$ cat src/rtl/daubechies4_wavelet_step_assert.svh
// Assertion helpers for the RTL of the wavelet step, included by d4ws_back.
`ifndef DAUBECHIES4_WAVELET_STEP_ASSERT_SVH
`define DAUBECHIES4_WAVELET_STEP_ASSERT_SVH

// The consequent must hold in the same cycle as the antecedent.
`define D4WS_ASSERT_NOW(lbl, ante, cons, msg) \
  lbl: assert property (@(posedge clk) disable iff (!rst_n) (ante) |-> (cons)) \
    else $error(msg);

// The consequent must hold in the cycle after the antecedent.
`define D4WS_ASSERT_NEXT(lbl, ante, cons, msg) \
  lbl: assert property (@(posedge clk) disable iff (!rst_n) (ante) |=> (cons)) \
    else $error(msg);

`endif

$ cat src/rtl/d4ws_pkg.sv
package d4ws_pkg;

  localparam int MAX_LEN       = 64;
  localparam int SAMPLE_BITS   = 16;
  localparam int COEF_BITS     = 17;
  localparam int LEN_BITS      = 7;
  localparam int POS_BITS      = $clog2(MAX_LEN);
  localparam int MEM_ADDR_BITS = POS_BITS + 1;
  localparam int TAP_BITS      = 16;
  localparam int ACC_BITS      = 32;
  localparam int FRAC_BITS     = 15;
  localparam int IN_DATA_BITS  = 16;
  localparam int OUT_DATA_BITS = 24;

  localparam logic signed [TAP_BITS-1:0] H0 = 16'sd15826;
  localparam logic signed [TAP_BITS-1:0] H1 = 16'sd27411;
  localparam logic signed [TAP_BITS-1:0] H2 = 16'sd7345;
  localparam logic signed [TAP_BITS-1:0] H3 = -16'sd4240;

  localparam logic signed [ACC_BITS-1:0] ROUND_BIAS = 32'sd16384;

  typedef enum logic [1:0] {
    K_FWD_SMOOTH,
    K_FWD_DETAIL,
    K_INV_EVEN,
    K_INV_ODD
  } kind_t;

  typedef enum logic {
    ST_IDLE,
    ST_RUN
  } seq_state_t;

  typedef enum logic {
    REG_FORWARD_MODE = 1'b0,
    REG_FRAME_LENGTH = 1'b1
  } reg_index_t;

  typedef struct packed {
    logic                bank;
    logic [LEN_BITS-1:0] len;
    logic                fwd;
  } job_t;

  typedef struct packed {
    logic                           en;
    logic [MEM_ADDR_BITS-1:0]       addr;
    logic signed [SAMPLE_BITS-1:0]  data;
  } wr_t;

  typedef struct packed {
    logic valid;
    logic bank;
  } release_t;

  typedef struct packed {
    logic                valid;
    kind_t               kind;
    logic                phase;
    logic [POS_BITS-1:0] pos;
    logic                last;
    logic                bank;
  } ctl_t;

  // Even length clamped into 4 .. MAX_LEN.
  function automatic logic [LEN_BITS-1:0] eff_len(input logic [LEN_BITS-1:0] fl);
    logic [LEN_BITS-1:0] n;
    n = {fl[LEN_BITS-1:1], 1'b0};
    if (n < LEN_BITS'(4)) begin
      n = LEN_BITS'(4);
    end else if (n > LEN_BITS'(MAX_LEN)) begin
      n = LEN_BITS'(MAX_LEN);
    end
    return n;
  endfunction

  // Filter tap for one of the four samples that feed a result.
  function automatic logic signed [TAP_BITS-1:0] coef(input kind_t k, input logic [1:0] tap);
    logic signed [TAP_BITS-1:0] c;
    c = H0;
    unique case (k)
      K_FWD_SMOOTH: begin
        case (tap)
          2'd0:    c = H0;
          2'd1:    c = H1;
          2'd2:    c = H2;
          default: c = H3;
        endcase
      end
      K_FWD_DETAIL: begin
        case (tap)
          2'd0:    c = H3;
          2'd1:    c = -H2;
          2'd2:    c = H1;
          default: c = -H0;
        endcase
      end
      K_INV_EVEN: begin
        case (tap)
          2'd0:    c = H2;
          2'd1:    c = H1;
          2'd2:    c = H0;
          default: c = H3;
        endcase
      end
      K_INV_ODD: begin
        case (tap)
          2'd0:    c = H3;
          2'd1:    c = -H0;
          2'd2:    c = H1;
          default: c = -H2;
        endcase
      end
      default: c = H0;
    endcase
    return c;
  endfunction

endpackage

$ cat src/rtl/d4ws_front.sv
module d4ws_front (
  input  logic                                 clk,
  input  logic                                 rst_n,
  input  logic                                 in_tvalid,
  output logic                                 in_tready,
  input  logic [d4ws_pkg::IN_DATA_BITS-1:0]    in_tdata,
  input  logic                                 cfg_valid,
  output logic                                 cfg_ready,
  input  logic                                 cfg_index,
  input  logic [d4ws_pkg::LEN_BITS-1:0]        cfg_data,
  input  logic                                 q_full,
  output logic                                 q_push,
  output d4ws_pkg::job_t                       q_job,
  input  d4ws_pkg::release_t                   rel,
  output d4ws_pkg::wr_t                        wr
);

  logic                            fwd_r;
  logic [d4ws_pkg::LEN_BITS-1:0]   flen_r;
  logic [d4ws_pkg::LEN_BITS-1:0]   fill_r, fill_nxt;
  logic                            wbank_r, wbank_nxt;
  logic [1:0]                      busy_r, busy_nxt;
  logic [d4ws_pkg::LEN_BITS-1:0]   n_eff;
  logic [d4ws_pkg::LEN_BITS-1:0]   fill_inc;
  logic                            take;
  logic                            frame_done;

  assign cfg_ready  = 1'b1;
  assign in_tready  = !busy_r[wbank_r] && !q_full;
  assign take       = in_tvalid && in_tready;
  assign n_eff      = d4ws_pkg::eff_len(flen_r);
  assign fill_inc   = fill_r + d4ws_pkg::LEN_BITS'(1);
  // A shortened length mid-frame still ends the frame on this sample.
  assign frame_done = fill_inc >= n_eff;

  assign wr.en   = take;
  assign wr.addr = {wbank_r, fill_r[d4ws_pkg::POS_BITS-1:0]};
  assign wr.data = in_tdata[d4ws_pkg::SAMPLE_BITS-1:0];

  assign q_push    = take && frame_done;
  assign q_job.bank = wbank_r;
  assign q_job.len  = n_eff;
  assign q_job.fwd  = fwd_r;

  always_comb begin
    fill_nxt  = fill_r;
    wbank_nxt = wbank_r;
    busy_nxt  = busy_r;
    if (rel.valid) begin
      busy_nxt[rel.bank] = 1'b0;
    end
    if (take) begin
      if (frame_done) begin
        fill_nxt          = '0;
        wbank_nxt         = !wbank_r;
        busy_nxt[wbank_r] = 1'b1;
      end else begin
        fill_nxt = fill_inc;
      end
    end
  end

  always_ff @(posedge clk) begin
    if (!rst_n) begin
      fill_r  <= '0;
      wbank_r <= 1'b0;
      busy_r  <= '0;
    end else begin
      fill_r  <= fill_nxt;
      wbank_r <= wbank_nxt;
      busy_r  <= busy_nxt;
    end
  end

  always_ff @(posedge clk) begin
    if (!rst_n) begin
      fwd_r  <= 1'b1;
      flen_r <= d4ws_pkg::LEN_BITS'(d4ws_pkg::MAX_LEN);
    end else if (cfg_valid) begin
      unique case (d4ws_pkg::reg_index_t'(cfg_index))
        d4ws_pkg::REG_FORWARD_MODE: fwd_r  <= cfg_data[0];
        d4ws_pkg::REG_FRAME_LENGTH: flen_r <= cfg_data;
        default: ;
      endcase
    end
  end

endmodule

$ cat src/rtl/d4ws_fifo.sv
module d4ws_fifo (
  input  logic           clk,
  input  logic           rst_n,
  input  logic           push,
  input  d4ws_pkg::job_t din,
  output logic           full,
  input  logic           pop,
  output logic           valid,
  output d4ws_pkg::job_t dout
);

  d4ws_pkg::job_t entry_r [2];
  logic           wptr_r, rptr_r;
  logic [1:0]     cnt_r;

  assign full  = cnt_r == 2'd2;
  assign valid = cnt_r != 2'd0;
  assign dout  = entry_r[rptr_r];

  always_ff @(posedge clk) begin
    if (push) begin
      entry_r[wptr_r] <= din;
    end
  end

  always_ff @(posedge clk) begin
    if (!rst_n) begin
      wptr_r <= 1'b0;
      rptr_r <= 1'b0;
      cnt_r  <= 2'd0;
    end else begin
      if (push) begin
        wptr_r <= !wptr_r;
      end
      if (pop) begin
        rptr_r <= !rptr_r;
      end
      if (push && !pop) begin
        cnt_r <= cnt_r + 2'd1;
      end else if (pop && !push) begin
        cnt_r <= cnt_r - 2'd1;
      end
    end
  end

endmodule

$ cat src/rtl/d4ws_back.sv
`include "daubechies4_wavelet_step_assert.svh"

module d4ws_back (
  input  logic                                 clk,
  input  logic                                 rst_n,
  input  logic                                 q_valid,
  input  d4ws_pkg::job_t                       q_job,
  output logic                                 q_pop,
  input  d4ws_pkg::wr_t                        wr,
  output d4ws_pkg::release_t                   rel,
  output logic                                 out_tvalid,
  input  logic                                 out_tready,
  output logic [d4ws_pkg::OUT_DATA_BITS-1:0]   out_tdata,
  output logic                                 out_tlast
);

  localparam int LB = d4ws_pkg::LEN_BITS;
  localparam int PB = d4ws_pkg::POS_BITS;

  // Frame buffer: two banks, one loading while the other is read.
  logic signed [d4ws_pkg::SAMPLE_BITS-1:0] mem [2**d4ws_pkg::MEM_ADDR_BITS];

  d4ws_pkg::seq_state_t state_r, state_nxt;
  logic                 cur_bank_r;
  logic [LB-1:0]        cur_n_r;
  logic                 cur_fwd_r;
  logic [PB-1:0]        pos_r;
  logic                 phase_r;

  logic                 en;
  logic                 issue;
  logic                 last_pos;

  logic [LB-1:0]        pos7, nh, fk, fm, fm1, fa, fb, ik, ip, ia, ib;
  logic                 upper;
  d4ws_pkg::kind_t      kind;
  logic [PB-1:0]        addr_a, addr_b;

  d4ws_pkg::ctl_t       s0_r, s1_r, s2_r, s3_r;
  logic [d4ws_pkg::MEM_ADDR_BITS-1:0] s0_addr_a_r, s0_addr_b_r;
  logic signed [d4ws_pkg::SAMPLE_BITS-1:0] rd_a_r, rd_b_r;
  logic signed [d4ws_pkg::TAP_BITS-1:0]    coef_a, coef_b;
  logic signed [d4ws_pkg::ACC_BITS-1:0]    prod_a_nxt, prod_b_nxt, prod_a_r, prod_b_r;
  logic signed [d4ws_pkg::ACC_BITS-1:0]    sum_r, acc_r, total;

  logic                                    out_valid_r;
  logic signed [d4ws_pkg::COEF_BITS-1:0]   out_coef_r;
  logic [PB-1:0]                           out_pos_r;
  logic                                    out_last_r;
  logic                                    out_bank_r;

  // The whole read pipeline freezes while a result waits at the output.
  assign en       = !out_valid_r || out_tready;
  assign last_pos = ({1'b0, pos_r} + LB'(1)) == cur_n_r;

  always_comb begin
    state_nxt = state_r;
    unique case (state_r)
      d4ws_pkg::ST_IDLE: begin
        if (q_valid && en) begin
          state_nxt = d4ws_pkg::ST_RUN;
        end
      end
      d4ws_pkg::ST_RUN: begin
        if (en && phase_r && last_pos) begin
          state_nxt = d4ws_pkg::ST_IDLE;
        end
      end
      default: state_nxt = d4ws_pkg::ST_IDLE;
    endcase
  end

  always_comb begin
    q_pop = 1'b0;
    issue = 1'b0;
    unique case (state_r)
      d4ws_pkg::ST_IDLE: q_pop = q_valid && en;
      d4ws_pkg::ST_RUN:  issue = en;
      default: ;
    endcase
  end

  always_ff @(posedge clk) begin
    if (!rst_n) begin
      state_r <= d4ws_pkg::ST_IDLE;
    end else begin
      state_r <= state_nxt;
    end
  end

  always_ff @(posedge clk) begin
    if (!rst_n) begin
      pos_r   <= '0;
      phase_r <= 1'b0;
    end else if (q_pop) begin
      pos_r   <= '0;
      phase_r <= 1'b0;
    end else if (issue) begin
      phase_r <= !phase_r;
      if (phase_r) begin
        pos_r <= pos_r + PB'(1);
      end
    end
  end

  always_ff @(posedge clk) begin
    if (q_pop) begin
      cur_bank_r <= q_job.bank;
      cur_n_r    <= q_job.len;
      cur_fwd_r  <= q_job.fwd;
    end
  end

  // Tap addresses. Forward results read four neighbors starting at an even
  // sample, wrapping at the frame end; inverse results read the previous and
  // current smooth/detail pairs, two taps per phase.
  always_comb begin
    pos7  = {1'b0, pos_r};
    nh    = cur_n_r >> 1;
    upper = pos7 >= nh;
    fk    = upper ? pos7 - nh : pos7;
    fm    = {fk[LB-2:0], 1'b0} + {{(LB-2){1'b0}}, phase_r, 1'b0};
    fm1   = fm + LB'(1);
    fa    = (fm >= cur_n_r) ? fm - cur_n_r : fm;
    fb    = (fm1 >= cur_n_r) ? fm1 - cur_n_r : fm1;
    ik    = pos7 >> 1;
    ip    = (ik == '0) ? nh - LB'(1) : ik - LB'(1);
    ia    = phase_r ? ik : ip;
    ib    = ia + nh;
    if (cur_fwd_r) begin
      addr_a = fa[PB-1:0];
      addr_b = fb[PB-1:0];
      kind   = upper ? d4ws_pkg::K_FWD_DETAIL : d4ws_pkg::K_FWD_SMOOTH;
    end else begin
      addr_a = ia[PB-1:0];
      addr_b = ib[PB-1:0];
      kind   = pos_r[0] ? d4ws_pkg::K_INV_ODD : d4ws_pkg::K_INV_EVEN;
    end
  end

  always_ff @(posedge clk) begin
    if (wr.en) begin
      mem[wr.addr] <= wr.data;
    end
  end

  assign coef_a     = d4ws_pkg::coef(s1_r.kind, {s1_r.phase, 1'b0});
  assign coef_b     = d4ws_pkg::coef(s1_r.kind, {s1_r.phase, 1'b1});
  assign prod_a_nxt = d4ws_pkg::ACC_BITS'(rd_a_r) * d4ws_pkg::ACC_BITS'(coef_a);
  assign prod_b_nxt = d4ws_pkg::ACC_BITS'(rd_b_r) * d4ws_pkg::ACC_BITS'(coef_b);
  assign total      = acc_r + sum_r + d4ws_pkg::ROUND_BIAS;

  always_ff @(posedge clk) begin
    if (!rst_n) begin
      s0_r        <= '0;
      s1_r        <= '0;
      s2_r        <= '0;
      s3_r        <= '0;
      out_valid_r <= 1'b0;
    end else if (en) begin
      s0_r.valid  <= issue;
      s0_r.kind   <= kind;
      s0_r.phase  <= phase_r;
      s0_r.pos    <= pos_r;
      s0_r.last   <= last_pos;
      s0_r.bank   <= cur_bank_r;
      s1_r        <= s0_r;
      s2_r        <= s1_r;
      s3_r        <= s2_r;
      out_valid_r <= s3_r.valid && s3_r.phase;
    end
  end

  always_ff @(posedge clk) begin
    if (en) begin
      s0_addr_a_r <= {cur_bank_r, addr_a};
      s0_addr_b_r <= {cur_bank_r, addr_b};
      rd_a_r      <= mem[s0_addr_a_r];
      rd_b_r      <= mem[s0_addr_b_r];
      prod_a_r    <= prod_a_nxt;
      prod_b_r    <= prod_b_nxt;
      sum_r       <= prod_a_r + prod_b_r;
      if (s3_r.valid && !s3_r.phase) begin
        acc_r <= sum_r;
      end
      if (s3_r.valid && s3_r.phase) begin
        out_coef_r <= total[d4ws_pkg::ACC_BITS-1:d4ws_pkg::FRAC_BITS];
        out_pos_r  <= s3_r.pos;
        out_last_r <= s3_r.last;
        out_bank_r <= s3_r.bank;
      end
    end
  end

  assign out_tvalid = out_valid_r;
  assign out_tlast  = out_last_r;
  assign out_tdata  = {1'b0, out_pos_r, out_coef_r};

  // The bank goes back to the loader once its final result has left.
  assign rel.valid = out_valid_r && out_tready && out_last_r;
  assign rel.bank  = out_bank_r;

  `D4WS_ASSERT_NOW(a_pos_in_frame, state_r == d4ws_pkg::ST_RUN, ({1'b0, pos_r} < cur_n_r), "position beyond frame length")
  `D4WS_ASSERT_NEXT(a_phase_pair, en && s0_r.valid && !s0_r.phase, s0_r.valid && s0_r.phase, "first tap pair not followed by second")
  `D4WS_ASSERT_NEXT(a_job_start, q_pop, state_r == d4ws_pkg::ST_RUN && pos_r == '0 && !phase_r, "job did not start at position zero")

endmodule

$ cat src/rtl/daubechies4_wavelet_step.sv
// One level of the D4 wavelet transform with circular wraparound, forward
// or inverse. Samples are taken one per cycle into one bank of a two-bank
// frame buffer; the sample that completes a frame (frame_length, even,
// clamped to 4..64, taken when that sample arrives) hands the bank to the
// result engine, and loading of the next frame continues in the other bank.
// Each result needs four buffer reads and the buffer has two read ports, so
// it is read as two tap pairs in turn; reads for later results overlap in
// the pipeline, which freezes while a result waits at the output. A completed
// frame passes the job queue and idle state, then its reads go through s0..s3.
// Input stalls only when both banks hold frames whose results have not all
// been delivered. Buffer entries need no clearing after reset.
module daubechies4_wavelet_step (
  input  logic                                 clk,
  input  logic                                 rst_n,
  input  logic                                 in_tvalid,
  output logic                                 in_tready,
  input  logic [d4ws_pkg::IN_DATA_BITS-1:0]    in_tdata,   // [15:0] sample
  output logic                                 out_tvalid,
  input  logic                                 out_tready,
  output logic [d4ws_pkg::OUT_DATA_BITS-1:0]   out_tdata,  // [16:0] coefficient, [22:17] position
  output logic                                 out_tlast,
  input  logic                                 cfg_valid,
  output logic                                 cfg_ready,
  input  logic                                 cfg_index,
  input  logic [d4ws_pkg::LEN_BITS-1:0]        cfg_data
);

  logic               q_full;
  logic               q_push;
  logic               q_pop;
  logic               q_valid;
  d4ws_pkg::job_t     q_job_in;
  d4ws_pkg::job_t     q_job_out;
  d4ws_pkg::release_t rel;
  d4ws_pkg::wr_t      wr;

  d4ws_front u_front (
    .clk       (clk),
    .rst_n     (rst_n),
    .in_tvalid (in_tvalid),
    .in_tready (in_tready),
    .in_tdata  (in_tdata),
    .cfg_valid (cfg_valid),
    .cfg_ready (cfg_ready),
    .cfg_index (cfg_index),
    .cfg_data  (cfg_data),
    .q_full    (q_full),
    .q_push    (q_push),
    .q_job     (q_job_in),
    .rel       (rel),
    .wr        (wr)
  );

  d4ws_fifo u_fifo (
    .clk   (clk),
    .rst_n (rst_n),
    .push  (q_push),
    .din   (q_job_in),
    .full  (q_full),
    .pop   (q_pop),
    .valid (q_valid),
    .dout  (q_job_out)
  );

  d4ws_back u_back (
    .clk        (clk),
    .rst_n      (rst_n),
    .q_valid    (q_valid),
    .q_job      (q_job_out),
    .q_pop      (q_pop),
    .wr         (wr),
    .rel        (rel),
    .out_tvalid (out_tvalid),
    .out_tready (out_tready),
    .out_tdata  (out_tdata),
    .out_tlast  (out_tlast)
  );

endmodule
$ cat config.mk
export PLATFORM = sky130hd
export DESIGN_NAME = daubechies4_wavelet_step
export DESIGN_NICKNAME = d
export VERILOG_FILES = /design/src/rtl/d4ws_pkg.sv /design/src/rtl/d4ws_front.sv /design/src/rtl/d4ws_fifo.sv /design/src/rtl/d4ws_back.sv /design/src/rtl/daubechies4_wavelet_step.sv
export VERILOG_INCLUDE_DIRS = /design/src /design/src/rtl
export SDC_FILE = /design/constraint.sdc
export NUM_CORES = 2
export LEC_CHECK = 0
export BUFFER_PORTS_ARGS = -buffer_cell sky130_fd_sc_hd__buf_2
export CAP_MARGIN = 20
export CELL_PAD_IN_SITES_DETAIL_PLACEMENT = 0
export CELL_PAD_IN_SITES_GLOBAL_PLACEMENT = 1
export CORE_ASPECT_RATIO = 1.4
export CORE_MARGIN = 2
export CORE_UTILIZATION = 56
export DETAILED_ROUTE_END_ITERATION = 8
export GPL_ROUTABILITY_DRIVEN = 0
export GPL_TIMING_DRIVEN = 0
export HOLD_SLACK_MARGIN = 0.06
export PLACE_DENSITY_LB_ADDON = 0.2
export SKIP_LAST_GASP = 1
export SLEW_MARGIN = 15
export SYNTH_ARGS = -nofsm -noshare
export SYNTH_HDL_FRONTEND = slang
export SYNTH_SLANG_ARGS = --single-unit
$ cat constraint.sdc
create_clock -name clk -period 8.47 [get_ports clk]
set_clock_uncertainty 0.2 [all_clocks]
set_input_delay 0 -clock clk [delete_from_list [all_inputs] [get_ports clk]]
set_output_delay 0 -clock clk [all_outputs]
set_load 0.02 [all_outputs]
==> load_flow_metrics.sql <==
INSERT INTO impl_metrics (metric_group, metric, value, unit) VALUES
('run_status', 'run_status', 'finished, final reports clean', ''),
('routing', 'detail_route.wirelength', '400', 'mm'),
('logic_synthesis', 'synth.distinct_cells', '69', ''),
('clocking', 'cts.sink_count', '2344', ''),
('clocking', 'cts.root.buffer_cell', 'clkbuf_16', ''),
('sta', 'report.final.slew_viol_count', '0', ''),
('placed_design', 'detailed_place.area', '132000', 'sq um'),
('logic_synthesis', 'post_synth_instance_area', '125000', 'sq um'),
('setup_path', 'arr_time_crit_path', '8580', 'ps'),
('setup_path', 'worst_ep_required_time', '8890', 'ps'),
('logic_synthesis', 'synth_cells', '6943', ''),
('logic_synthesis', 'synth-edff-count', '2270', ''),
('routing', 'via_per_inst', '6.92', ''),
('grt', 'globalRoute.totalOverflow', '0', ''),
('grt', 'globalRouteTotalUtil', '35.7', '%'),
('die', 'row_count', '205', ''),
('die', 'die-area', '228000', 'sq um'),
('finish', 'layout_common_cells', 'edfxtp_1, mux4_2, inv_1', ''),
('finish', 'area_of_all_placed_cells_without_fillers', '141000', 'sq um'),
('clocking', 'path_clk_slew', '60', 'ps'),
('grt', 'first_global_vias', '75737', ''),
('grt', 'grt_max_degree', '113', ''),
('routing', 'dr.pass1.iters', '8', ''),
('finish', 'final_layout_size_suffix_gt1_share', '29.5', '%'),
('routing', 'drt_iter0_drc', '8847', ''),
('sta', 'timing_worst_slew_pin_value', '1280', 'ps'),
('setup_path', 'maximum_fanout_along_the_worst_path', '10', ''),
('flow_run', 'cap_violations', '0', ''),
('finish', 'syn2layout_area_growth', '12.0', '%'),
('routing', 'post-route-drc-count', '0', ''),
('die', 'core_area', '223000', 'sq um'),
('logic_synthesis', 'syn_area_per_cell', '18.1', 'sq um'),
('hold_path', 'hold_class', 'flop to flop', ''),
('logic_synthesis', 'synth_async_sr_flop_share', '0', '%'),
('clocking', 'clock_insertion_delay_worst_skew', '920', 'ps'),
('sta', 'min_period_over_period', '96.4', '%'),
('routing', 'detailroute.via_count', '73017', ''),
('setup_path', 'timing.critical_path.from_type', 'flop', ''),
('die', 'initial_core_utilization', '56.3', '%'),
('die', 'io-pin-count', '57', ''),
('sta', 'finalHoldViolations', '0', ''),
('logic_synthesis', 'ys_ff_latch', '2344', ''),
('logic_synthesis', 'synth_ff_type', 'edfxtp_1', ''),
('die', 'dieHeight', '564', 'microns'),
('setup_path', 'cp-end-kind', 'flop', ''),
('logic_synthesis', 'sequential_fraction_of_the_synthesis_area', '55.5', '%'),
('routing', 'postRouteAntennaNets', '0', ''),
('sta', 'timing.final.crit_period', '8160', 'ps'),
('sta', 'timing.setup.tns', '0', 'ps'),
('placed_design', 'buffer_ports.inserted', '51', ''),
('logic_synthesis', 'synth_fp_nets', '7731', ''),
('grt', 'antenna_found_initial', '52', ''),
('logic_synthesis', 'synth-warning-count', '0', ''),
('finish', 'postLayoutCoreUtil', '63.1', '%'),
('routing', 'wl_per_cell', '37.9', 'microns'),
('finish', 'nets_finish', '8244', ''),
('finish', 'final_common_cell', 'edfxtp_1', ''),
('clocking', 'postCtsSetupBuffers', '0', ''),
('sta', 'report.final.setup_viol', '0', ''),
('setup_path', 'critical-path-max-stage-delay', '580', 'ps'),
('sta', 'max_freq', '123', 'MHz'),
('die', 'floorplan.die.width', '404', 'microns'),
('clocking', 'tritoncts', 'built', ''),
('placed_design', 'dp_hpwl', '297', 'mm'),
('sta', 'max_slew_margin', '14.5', '%'),
('grt', 'grt_pass1_wl', '560', 'mm'),
('clocking', 'htree_num_levels', '4', ''),
('setup_path', 'crit_top_cell', 'fa_1', ''),
('clocking', 'cts_made_buffers', '222', ''),
('setup_path', 'cp_cell_sequence', 'clkbuf_4 -> xor2_4 -> nand2b_1 -> clkbuf_2 -> clkbuf_1 -> and2_1 -> fa_1 -> fa_1 -> fa_1 -> fa_1 -> fa_1 -> inv_1 -> fa_1 -> inv_1 -> ha_1 -> a2111oi_0 -> o21ai_0 -> a311oi_1 -> o22ai_1 -> nor2_2 -> o21ai_1 -> o41ai_2 -> o21ai_0 -> xnor2_1', ''),
('setup_path', 'crit_slowest_cell', 'fa_1', ''),
('clocking', 'buffer_levels_on_the_longest_clock_path', '4', ''),
('setup_path', 'timing_worst_setup_path_type', 'flop to flop', ''),
('sta', 'setup_repair_after_global_routing_missed_its_margin', 'false', '');
[worst max-delay path: cells and delay by family, from the launching register on]
kind,cells,cell delay [ps]
fa+ha+maj,7,3320
xor+xnor,2,540
simple gates,3,650
flops,1,310
buf+inv,5,1000
compound gates,7,1810
[routing by layer]
metal | vias to the layer above | global-route usage (%) | routed length, microns | share of wire (%)
met3 | 1372 | 8.71 | 38500 | 9.6
met4 | 30 | 30.7 | 42100 | 11
li1 | 28649 | - | - | -
met5 | - | 0 | 192 | 0.048
met1 | 38279 | 38.2 | 119000 | 30
met2 | 4687 | 59.6 | 200000 | 50
[final timing paths]
kind,start,end,slack (ps),cells after the start
worst max register to register,u_back.s1_r[8],u_back.prod_a_r[31],310,24
worst max-delay path,u_back.s1_r[8],u_back.prod_a_r[31],310,24
worst min register to register,u_back.s3_r[4],u_back.out_pos_r[2],230,0
worst min-delay path,u_back.s3_r[4],u_back.out_pos_r[2],230,0
[Yosys cell counts, types with 5 or more instances]
cell	count	area [sq um]
a211o_1	5	43.8
a211oi_1	15	113
a21boi_0	56	420
a21o_1	65	488
a21oi_1	106	531
a31oi_1	21	131
and2_1	120	751
and3_1	19	119
buf_1	42	158
buf_2	106	531
clkbuf_1	244	916
dfxtp_1	74	1480
edfxtp_1	2270	68200
fa_1	433	8670
ha_1	326	4080
inv_1	622	2330
mux2_2	45	507
mux2i_1	15	150
mux4_2	1344	30300
nand2_1	220	826
nand2b_1	23	144
nand3_1	43	215
nand4_1	13	81.3
nor2_1	265	995
nor2b_1	77	482
nor3_1	13	65.1
nor4_1	6	37.5
o211ai_1	10	75.1
o21a_1	10	75.1
o21ai_0	64	320
o21bai_1	14	105
or2_2	7	43.8
or3_1	9	56.3
xnor2_1	113	990
xor2_1	59	517
[final cells by class]
class / count / area (sq um)
Fill cell: 15607 / 82300
Timing Repair Buffer: 291 / 3780
Tap cell: 2898 / 3630
Buffer: 394 / 1720
Inverter: 622 / 2330
Clock inverter: 137 / 1230
Clock buffer: 253 / 5770
Antenna cell: 36 / 90.1
Multi-Input combinational cell: 3581 / 52400
Sequential cell: 2344 / 69700
[cell families (layout without fill, tap and decap cells)]
logic type,count (synthesis),count (layout),synth area share [%]
flops,2344,2344,55.5
mux,1404,1404,24.6
buf+inv,1018,1697,3.17
simple gates,829,829,3.13
fa+ha+maj,759,759,10.2
compound gates,415,415,2.17
xor+xnor,172,172,1.20
other cells,2,38,0.00599
[flip-flops by register name, indices dropped and copies added, names as in the netlist, 7 cells and up]
signal and flops:
u_back.acc_r 32, u_back.mem 2048, u_back.out_coef_r 17, u_back.prod_a_r 32, u_back.prod_b_r 32, u_back.rd_a_r 16, u_back.rd_b_r 16, u_back.s0_addr_b_r 7
u_back.s0_r 12, u_back.s1_r 12, u_back.s2_r 10, u_back.s3_r 10, u_back.sum_r 32, u_fifo.entry_r 16, u_front.fill_r 7
[what timing repair did]
item,CTS,global route
hold buffers,86,0
endpoints found under the setup margin,32,7
endpoints found under the hold margin,2147,0
pin swaps,0,1
resized for setup,19,9
[per-stage QoR]
step / setup WS (ps) / hold WS [ps] / std cells
finish: 309 / 230 / 10556
global route: 2.91 / 249 / 10521
CTS: 45.8 / 208 / 10512
detailed placement: -1480 / 36.1 / 10037
global placement: -1860 / 11.2 / 9892
floorplan: 1340 / -101 / 6943
Power is not shown: default switching activity piles up to over one toggle a cycle in this logic, so the estimate is an artifact.
